[src/hdl/fqvd_pkg.sv]
`timescale 1ns / 1ps
// types and constants shared by the queue with delete by value
// no dependencies

package fqvd_pkg;

  // item field widths
  localparam int MODE_W  = 3;
  localparam int VALUE_W = 32;
  localparam int COUNT_W = 5;

  // defaults for the top level parameters
  localparam int DEF_DEPTH      = 16;
  localparam int DEF_DATA_WIDTH = 32;

  typedef enum logic [MODE_W-1:0] {
    MODE_PUSH   = 3'd0,
    MODE_POP    = 3'd1,
    MODE_REMOVE = 3'd2,
    MODE_CLEAR  = 3'd3,
    MODE_QUERY  = 3'd4
  } mode_t;

  typedef enum logic [1:0] {
    ST_OK    = 2'd0,
    ST_EMPTY = 2'd1,
    ST_FULL  = 2'd2
  } status_t;

  typedef struct packed {
    logic [MODE_W-1:0]  mode;
    logic [VALUE_W-1:0] item_value;
  } req_item_t;

  typedef struct packed {
    logic [1:0]         status;
    logic [VALUE_W-1:0] taken_value;
    logic               did_remove;
    logic [VALUE_W-1:0] head_value;
    logic [VALUE_W-1:0] tail_value;
    logic [COUNT_W-1:0] entry_count;
    logic               is_empty;
  } rsp_item_t;

  // per-cycle command broadcast to every cell
  typedef struct packed {
    logic push;
    logic pop;
    logic remove;
    logic clear;
  } cell_ctrl_t;

endpackage

[src/hdl/fifo_queue_with_value_delete.sv]
`timescale 1ns / 1ps
// top level of the queue with delete by value: row of cells and result register
// depends on fqvd_pkg and fqvd_cell
//
//   channel  direction  payload     handshake
//   req      in         req_item_t  req_valid / req_stall
//   rsp      out        rsp_item_t  rsp_valid / rsp_stall
//
// in the cell row every cell compares, shifts or
// loads in the same edge, so push, pop, remove and clear all finish at once.
// an item's result is formed from the updated row when it leaves the pending
// register, then sits in the output register; one item a cycle is sustained while
// rsp is not stalled. reset clears occupancy, the count and both handshake flags;
// entries hold no meaning until written. req is stalled only while a result
// waits behind a stalled output register.

module fifo_queue_with_value_delete import fqvd_pkg::*; #(
  parameter int DEPTH      = DEF_DEPTH,
  parameter int DATA_WIDTH = DEF_DATA_WIDTH
) (
  input  logic      clk,
  input  logic      rst,
  input  logic      req_valid,
  output logic      req_stall,
  input  req_item_t req,
  output logic      rsp_valid,
  input  logic      rsp_stall,
  output rsp_item_t rsp
);

  localparam int CNT_W = $clog2(DEPTH + 1);

  logic                  accept;
  logic                  load_rsp;
  cell_ctrl_t            ctrl;
  logic [DATA_WIDTH-1:0] key;

  logic [DATA_WIDTH-1:0] cell_val   [DEPTH];
  logic [DEPTH-1:0]      cell_valid;
  logic [DEPTH-1:0]      cell_hit;

  logic [CNT_W-1:0]      count;
  logic [CNT_W-1:0]      count_next;
  logic                  is_full;
  logic                  is_none;

  logic                  pend;
  logic [1:0]            pend_status;
  logic [VALUE_W-1:0]    pend_taken;
  logic                  pend_removed;
  logic [1:0]            status_next;
  logic [VALUE_W-1:0]    taken_next;
  logic                  removed_next;

  logic [DATA_WIDTH-1:0] tail_sel;
  logic [63:0]           head_wide;
  logic [63:0]           tail_wide;
  logic [63:0]           taken_wide;

  // handshake
  assign load_rsp  = pend && (!rsp_valid || !rsp_stall);
  assign req_stall = pend && !load_rsp;
  assign accept    = req_valid && !req_stall;

  assign key     = DATA_WIDTH'(64'(req.item_value));
  assign is_full = (count == CNT_W'(DEPTH));
  assign is_none = (count == '0);

  // decode the command for the row
  always_comb begin
    ctrl = '0;
    if (accept) begin
      case (req.mode)
        MODE_PUSH:   ctrl.push   = 1'b1;
        MODE_POP:    ctrl.pop    = 1'b1;
        MODE_REMOVE: ctrl.remove = 1'b1;
        MODE_CLEAR:  ctrl.clear  = 1'b1;
        default:     ctrl        = '0;
      endcase
    end
  end

  // row of cells, head in cell 0
  for (genvar i = 0; i < DEPTH; i++) begin : g_cell
    logic                  prev_valid;
    logic                  hit_in;
    logic [DATA_WIDTH-1:0] next_val;
    logic                  next_valid;

    if (i == 0) begin : g_first
      assign prev_valid = 1'b1;
      assign hit_in     = 1'b0;
    end else begin : g_mid
      assign prev_valid = cell_valid[i-1];
      assign hit_in     = cell_hit[i-1];
    end

    if (i == DEPTH - 1) begin : g_last
      assign next_val   = '0;
      assign next_valid = 1'b0;
    end else begin : g_inner
      assign next_val   = cell_val[i+1];
      assign next_valid = cell_valid[i+1];
    end

    fqvd_cell #(
      .DATA_WIDTH(DATA_WIDTH)
    ) u_cell (
      .clk       (clk),
      .rst       (rst),
      .ctrl      (ctrl),
      .key       (key),
      .prev_valid(prev_valid),
      .hit_in    (hit_in),
      .next_val  (next_val),
      .next_valid(next_valid),
      .val       (cell_val[i]),
      .valid     (cell_valid[i]),
      .hit_out   (cell_hit[i])
    );
  end

  // status, taken value and count for the accepted item
  assign taken_wide = 64'(cell_val[0]);

  always_comb begin
    status_next  = ST_OK;
    taken_next   = '0;
    removed_next = 1'b0;
    count_next   = count;
    case (req.mode)
      MODE_PUSH: begin
        if (is_full) begin
          status_next = ST_FULL;
        end else begin
          count_next = count + CNT_W'(1);
        end
      end
      MODE_POP: begin
        if (is_none) begin
          status_next = ST_EMPTY;
        end else begin
          taken_next   = taken_wide[VALUE_W-1:0];
          removed_next = 1'b1;
          count_next   = count - CNT_W'(1);
        end
      end
      MODE_REMOVE: begin
        if (is_none) begin
          status_next = ST_EMPTY;
        end else if (cell_hit[DEPTH-1]) begin
          removed_next = 1'b1;
          count_next   = count - CNT_W'(1);
        end
      end
      MODE_CLEAR: begin
        removed_next = !is_none;
        count_next   = '0;
      end
      default: begin
        status_next = ST_OK;
      end
    endcase
  end

  // entry count
  always_ff @(posedge clk) begin
    if (rst) begin
      count <= '0;
    end else if (accept) begin
      count <= count_next;
    end
  end

  // pending result, waiting for the row to settle
  always_ff @(posedge clk) begin
    if (rst) begin
      pend <= 1'b0;
    end else if (accept) begin
      pend <= 1'b1;
    end else if (load_rsp) begin
      pend <= 1'b0;
    end
  end

  always_ff @(posedge clk) begin
    if (accept) begin
      pend_status  <= status_next;
      pend_taken   <= taken_next;
      pend_removed <= removed_next;
    end
  end

  // tail: the last occupied cell
  always_comb begin
    tail_sel = '0;
    for (int i = 0; i < DEPTH - 1; i++) begin
      if (cell_valid[i] && !cell_valid[i+1]) begin
        tail_sel = tail_sel | cell_val[i];
      end
    end
    if (cell_valid[DEPTH-1]) begin
      tail_sel = tail_sel | cell_val[DEPTH-1];
    end
  end

  assign head_wide = cell_valid[0] ? 64'(cell_val[0]) : 64'd0;
  assign tail_wide = 64'(tail_sel);

  // output register
  always_ff @(posedge clk) begin
    if (rst) begin
      rsp_valid <= 1'b0;
    end else if (load_rsp) begin
      rsp_valid <= 1'b1;
    end else if (!rsp_stall) begin
      rsp_valid <= 1'b0;
    end
  end

  always_ff @(posedge clk) begin
    if (load_rsp) begin
      rsp.status      <= pend_status;
      rsp.taken_value <= pend_taken;
      rsp.did_remove  <= pend_removed;
      rsp.head_value  <= head_wide[VALUE_W-1:0];
      rsp.tail_value  <= tail_wide[VALUE_W-1:0];
      rsp.entry_count <= COUNT_W'(count);
      rsp.is_empty    <= !cell_valid[0];
    end
  end

endmodule

[src/hdl/fqvd_cell.sv]
`timescale 1ns / 1ps
// one storage cell of the queue row: holds one entry and its occupancy
// depends on fqvd_pkg

module fqvd_cell import fqvd_pkg::*; #(
  parameter int DATA_WIDTH = DEF_DATA_WIDTH
) (
  input  logic                  clk,
  input  logic                  rst,
  input  cell_ctrl_t            ctrl,
  input  logic [DATA_WIDTH-1:0] key,
  input  logic                  prev_valid,
  input  logic                  hit_in,
  input  logic [DATA_WIDTH-1:0] next_val,
  input  logic                  next_valid,
  output logic [DATA_WIDTH-1:0] val,
  output logic                  valid,
  output logic                  hit_out
);

  logic match;
  logic shift;
  logic load;

  // first-match chain: set from the first matching cell onwards
  assign match   = valid && (val == key);
  assign hit_out = hit_in || match;

  // take the neighbour's entry on pop, or at and behind a removed entry
  assign shift = ctrl.pop || (ctrl.remove && hit_out);

  // first free cell takes a pushed value
  assign load = ctrl.push && !valid && prev_valid;

  // occupancy
  always_ff @(posedge clk) begin
    if (rst) begin
      valid <= 1'b0;
    end else if (ctrl.clear) begin
      valid <= 1'b0;
    end else if (shift) begin
      valid <= next_valid;
    end else if (load) begin
      valid <= 1'b1;
    end
  end

  // entry value
  always_ff @(posedge clk) begin
    if (shift) begin
      val <= next_val;
    end else if (load) begin
      val <= key;
    end
  end

endmodule
[config.mk]
export PLATFORM = sky130hd
export DESIGN_NAME = fifo_queue_with_value_delete
export DESIGN_NICKNAME = d
export VERILOG_FILES = /design/src/hdl/fqvd_pkg.sv /design/src/hdl/fifo_queue_with_value_delete.sv /design/src/hdl/fqvd_cell.sv
export SDC_FILE = /design/constraint.sdc
export NUM_CORES = 2
export LEC_CHECK = 0
export BUFFER_PORTS_ARGS = -buffer_cell sky130_fd_sc_hd__buf_2
export CAP_MARGIN = 20
export CORE_ASPECT_RATIO = 2
export CORE_UTILIZATION = 45
export CTS_CLUSTER_DIAMETER = 150
export CTS_CLUSTER_SIZE = 8
export DETAILED_ROUTE_END_ITERATION = 7
export HOLD_SLACK_MARGIN = 0.06
export SKIP_CTS_REPAIR_TIMING = 1
export SYNTH_ARGS = -nofsm -noshare
export SYNTH_HDL_FRONTEND = slang
export SYNTH_SLANG_ARGS = --single-unit
export TNS_END_PERCENT = 100
[constraint.sdc]
create_clock -name clk -period 12.7 [get_ports clk]
set_clock_uncertainty 0.15 [all_clocks]
set_input_delay 0.635 -clock clk [delete_from_list [all_inputs] [get_ports clk]]
set_output_delay 0.635 -clock clk [all_outputs]
set_load 0.01 [all_outputs]
==> impl_metrics.json <==
{
  "route.detailed.drc": 6,
  "fin_crit_sh": 0.4093,
  "netlist.area_leader.share": 0.4900,
  "ir_drop_uv": 118.3,
  "antenna_found_initial": 13,
  "clock_sinks": 675,
  "viasPerCell": 7.379,
  "yosysTopAreaCell": "edfxtp_1",
  "die-area_mm2": 0.08566,
  "gp_congestion": 1.156,
  "drive_gt1_frac": 0.2509,
  "root_buffer": "clkbuf_16",
  "ys_ff_latch": 675,
  "yosysWarnings": 0,
  "drt_wl_total_um": 211900,
  "detail_route.wl_per_cell_um": 50.03,
  "synth_area_mm2": 0.03799,
  "synthMuxAreaShare": 0.1442,
  "synthSimpleGateAreaFrac": 0.1022,
  "holdCritStartpoint": "rsp_stall",
  "rsz0062_at_grt": "false",
  "synth_cells": 3002,
  "timing.fmax_mhz": 192.4,
  "tns_ps": 0,
  "worstMarginPinSlew_ps": 1517,
  "slew_headroom": -0.01117,
  "synth_compound_area_frac": 0.07986,
  "finalMaxSlewViolations": 1,
  "avgSynthCellArea_um2": 12.66,
  "vias": 31260,
  "cp-start-kind": "input port",
  "yosys.area_share.xor_xnor": 0.1176,
  "cts_made_buffers": 94,
  "grt_max_degree": 74,
  "dp_slack_ps": 6958,
  "required_ps": 12920,
  "worst_setup_path_end_kind": "flip-flop",
  "clockBufferDepth": 3,
  "crit_fanout": 34,
  "layout_common_cells": "edfxtp_1, mux2_2, xor2_1",
  "syn_nets": 3045,
  "synthAdderAreaFrac": 0.001515,
  "grt_pass1_wl_um": 282000,
  "ff2ff_path_depth": 10,
  "portBuffers": 145,
  "timing.rr.start": "g_cell[13].u_cell.val[22]",
  "pin_count": 146,
  "whs_ps": 66.75,
  "final_common_cell": "edfxtp_1",
  "synth-edff-count": 620,
  "cp.arrival_ps": 5420,
  "synth.distinct_cells": 67,
  "clkTransAtPathRegs_ps": 50,
  "area_delta_synth_final_pct": 11.97,
  "num_rows": 150,
  "drtAntennaViolNets": 0,
  "violations": "DRC, slew limit",
  "power.leakage_nw": 14.42,
  "clkLatencyLatePin_ps": 750,
  "finalHoldViolations": 0,
  "maxCapViolCount": 0,
  "hold_path_end": "rsp_valid",
  "cts_tree": "built",
  "postLayoutSetupSlackWorst_ps": 7501,
  "grt_pass1_vias": 29990,
  "status": "complete, but fails checks",
  "p_per_area_mw_per_mm2": 131.4,
  "grtUsageTotal": 0.4963,
  "ctsHtreeMaxLevel": 3,
  "hold_depth": 3,
  "dp_hpwl_um": 154700,
  "synth_ff_type": "edfxtp_1",
  "fp.dieH_um": 412.9,
  "yosys-top-cells-area": "edfxtp_1, mux2_2, xor2_1",
  "die_w_um": 207.5,
  "setup_viol": 0,
  "rr_endpoint": "g_cell[14].u_cell.val[10]",
  "synth_top_family_by_area": "multiplexers",
  "core-area_mm2": 0.08352,
  "synth-seq-area-share": 0.5190,
  "final_net_count": 3125,
  "power.total_w": 0.005589,
  "initial_core_util": 0.4549,
  "reg2reg_slack_ps": 7560,
  "crit_type": "input port to flip-flop",
  "startpoint": "req[3]",
  "synthArstFlopShare": 0,
  "period_needed_ps": 5199,
  "drt-initial-drc-count": 4871,
  "worst_hold_path_type": "input port to flip-flop",
  "grt.overflow.total": 0,
  "dr.pass1.iters": 8
}
-- worst max-delay path, stage by stage --
cell and delay (ps):
buf_2 860, xnor2_1 330, nand4_1 190, or4b_1 480, or4_1 680, o2111ai_1 340
nor4_2 280, o21ai_4 180, buf_4 560, a21o_1 210, buf_4 500
-- cell type report --
class	count	area, µm²
well taps	1064	1331
clock inverters	7	103.9
inverters	17	63.81
fillers	7307	40980
clock buffers	168	2651
repair buffers	246	1498
diodes	11	27.53
flip-flops and latches	675	19720
multi-input cells	2048	17150
-- per-stage QoR --
stage          cells  area, µm²    util
3_3_place_gp    4045      39690  0.4753
2_1_floorplan   3002      37990       -
6_report        4236      42540  0.5094
3_5_place_dp    4045      39690  0.4753
5_1_grt         4226      42520  0.5091
4_1_cts         4220      42450  0.5083
-- power breakdown --
part | leakage, nW | switching (W) | total (W) | internal (W)
registers | 6.13 | 0.0000770 | 0.00257 | 0.00249
logic | 6.99 | 0.000394 | 0.000573 | 0.000179
clock network | 1.30 | 0.00104 | 0.00245 | 0.00140
-- worst max-delay path by stage --
stage,end,slack (ps),cells past startpoint
floorplan,rsp[0],3580,1
global placement,g_cell[14].u_cell.val[10],6940,11
detailed placement,g_cell[14].u_cell.val[8],6960,11
CTS,g_cell[14].u_cell.val[8],7670,10
global route,g_cell[10].u_cell.val[9],7560,10
finish,g_cell[14].u_cell.val[10],7500,11
-- registers in the layout, summed over array words and instances (netlist names) --
register and flops:
g_cell.u_cell.valid 16, pend 1, pend_taken 32, g_cell.u_cell.val 512, rsp_valid 1, pend_status 2
count 5, pend_removed 1, rsp 105
-- cells in the mapped netlist (38+ instances only) --
library cell  count
and2_1           65
xor2_1          387
mux2_1           79
xnor2_1         123
clkbuf_1        122
dfxtp_1          55
mux2_2          396
a21oi_1          48
nand4_1         105
buf_2            97
nand2_1         134
a221oi_1        128
nor2_1           38
edfxtp_1        620
nor4_1          157
a22o_1          128
-- cell families after synthesis --
logic type	after synthesis
mux	488
xor+xnor	510
simple gates	677
flops	675
buf+inv	279
fa+ha+maj	4
compound gates	369
-- routing by layer --
layer | share of wire | global-route usage
met5 | 0.00041 | 0.005653
met4 | 0.14 | 0.5549
met3 | 0.11 | 0.1515
met2 | 0.44 | 0.7601
met1 | 0.31 | 0.5166
No activity file was read; power rests on OpenSTA's default activity.
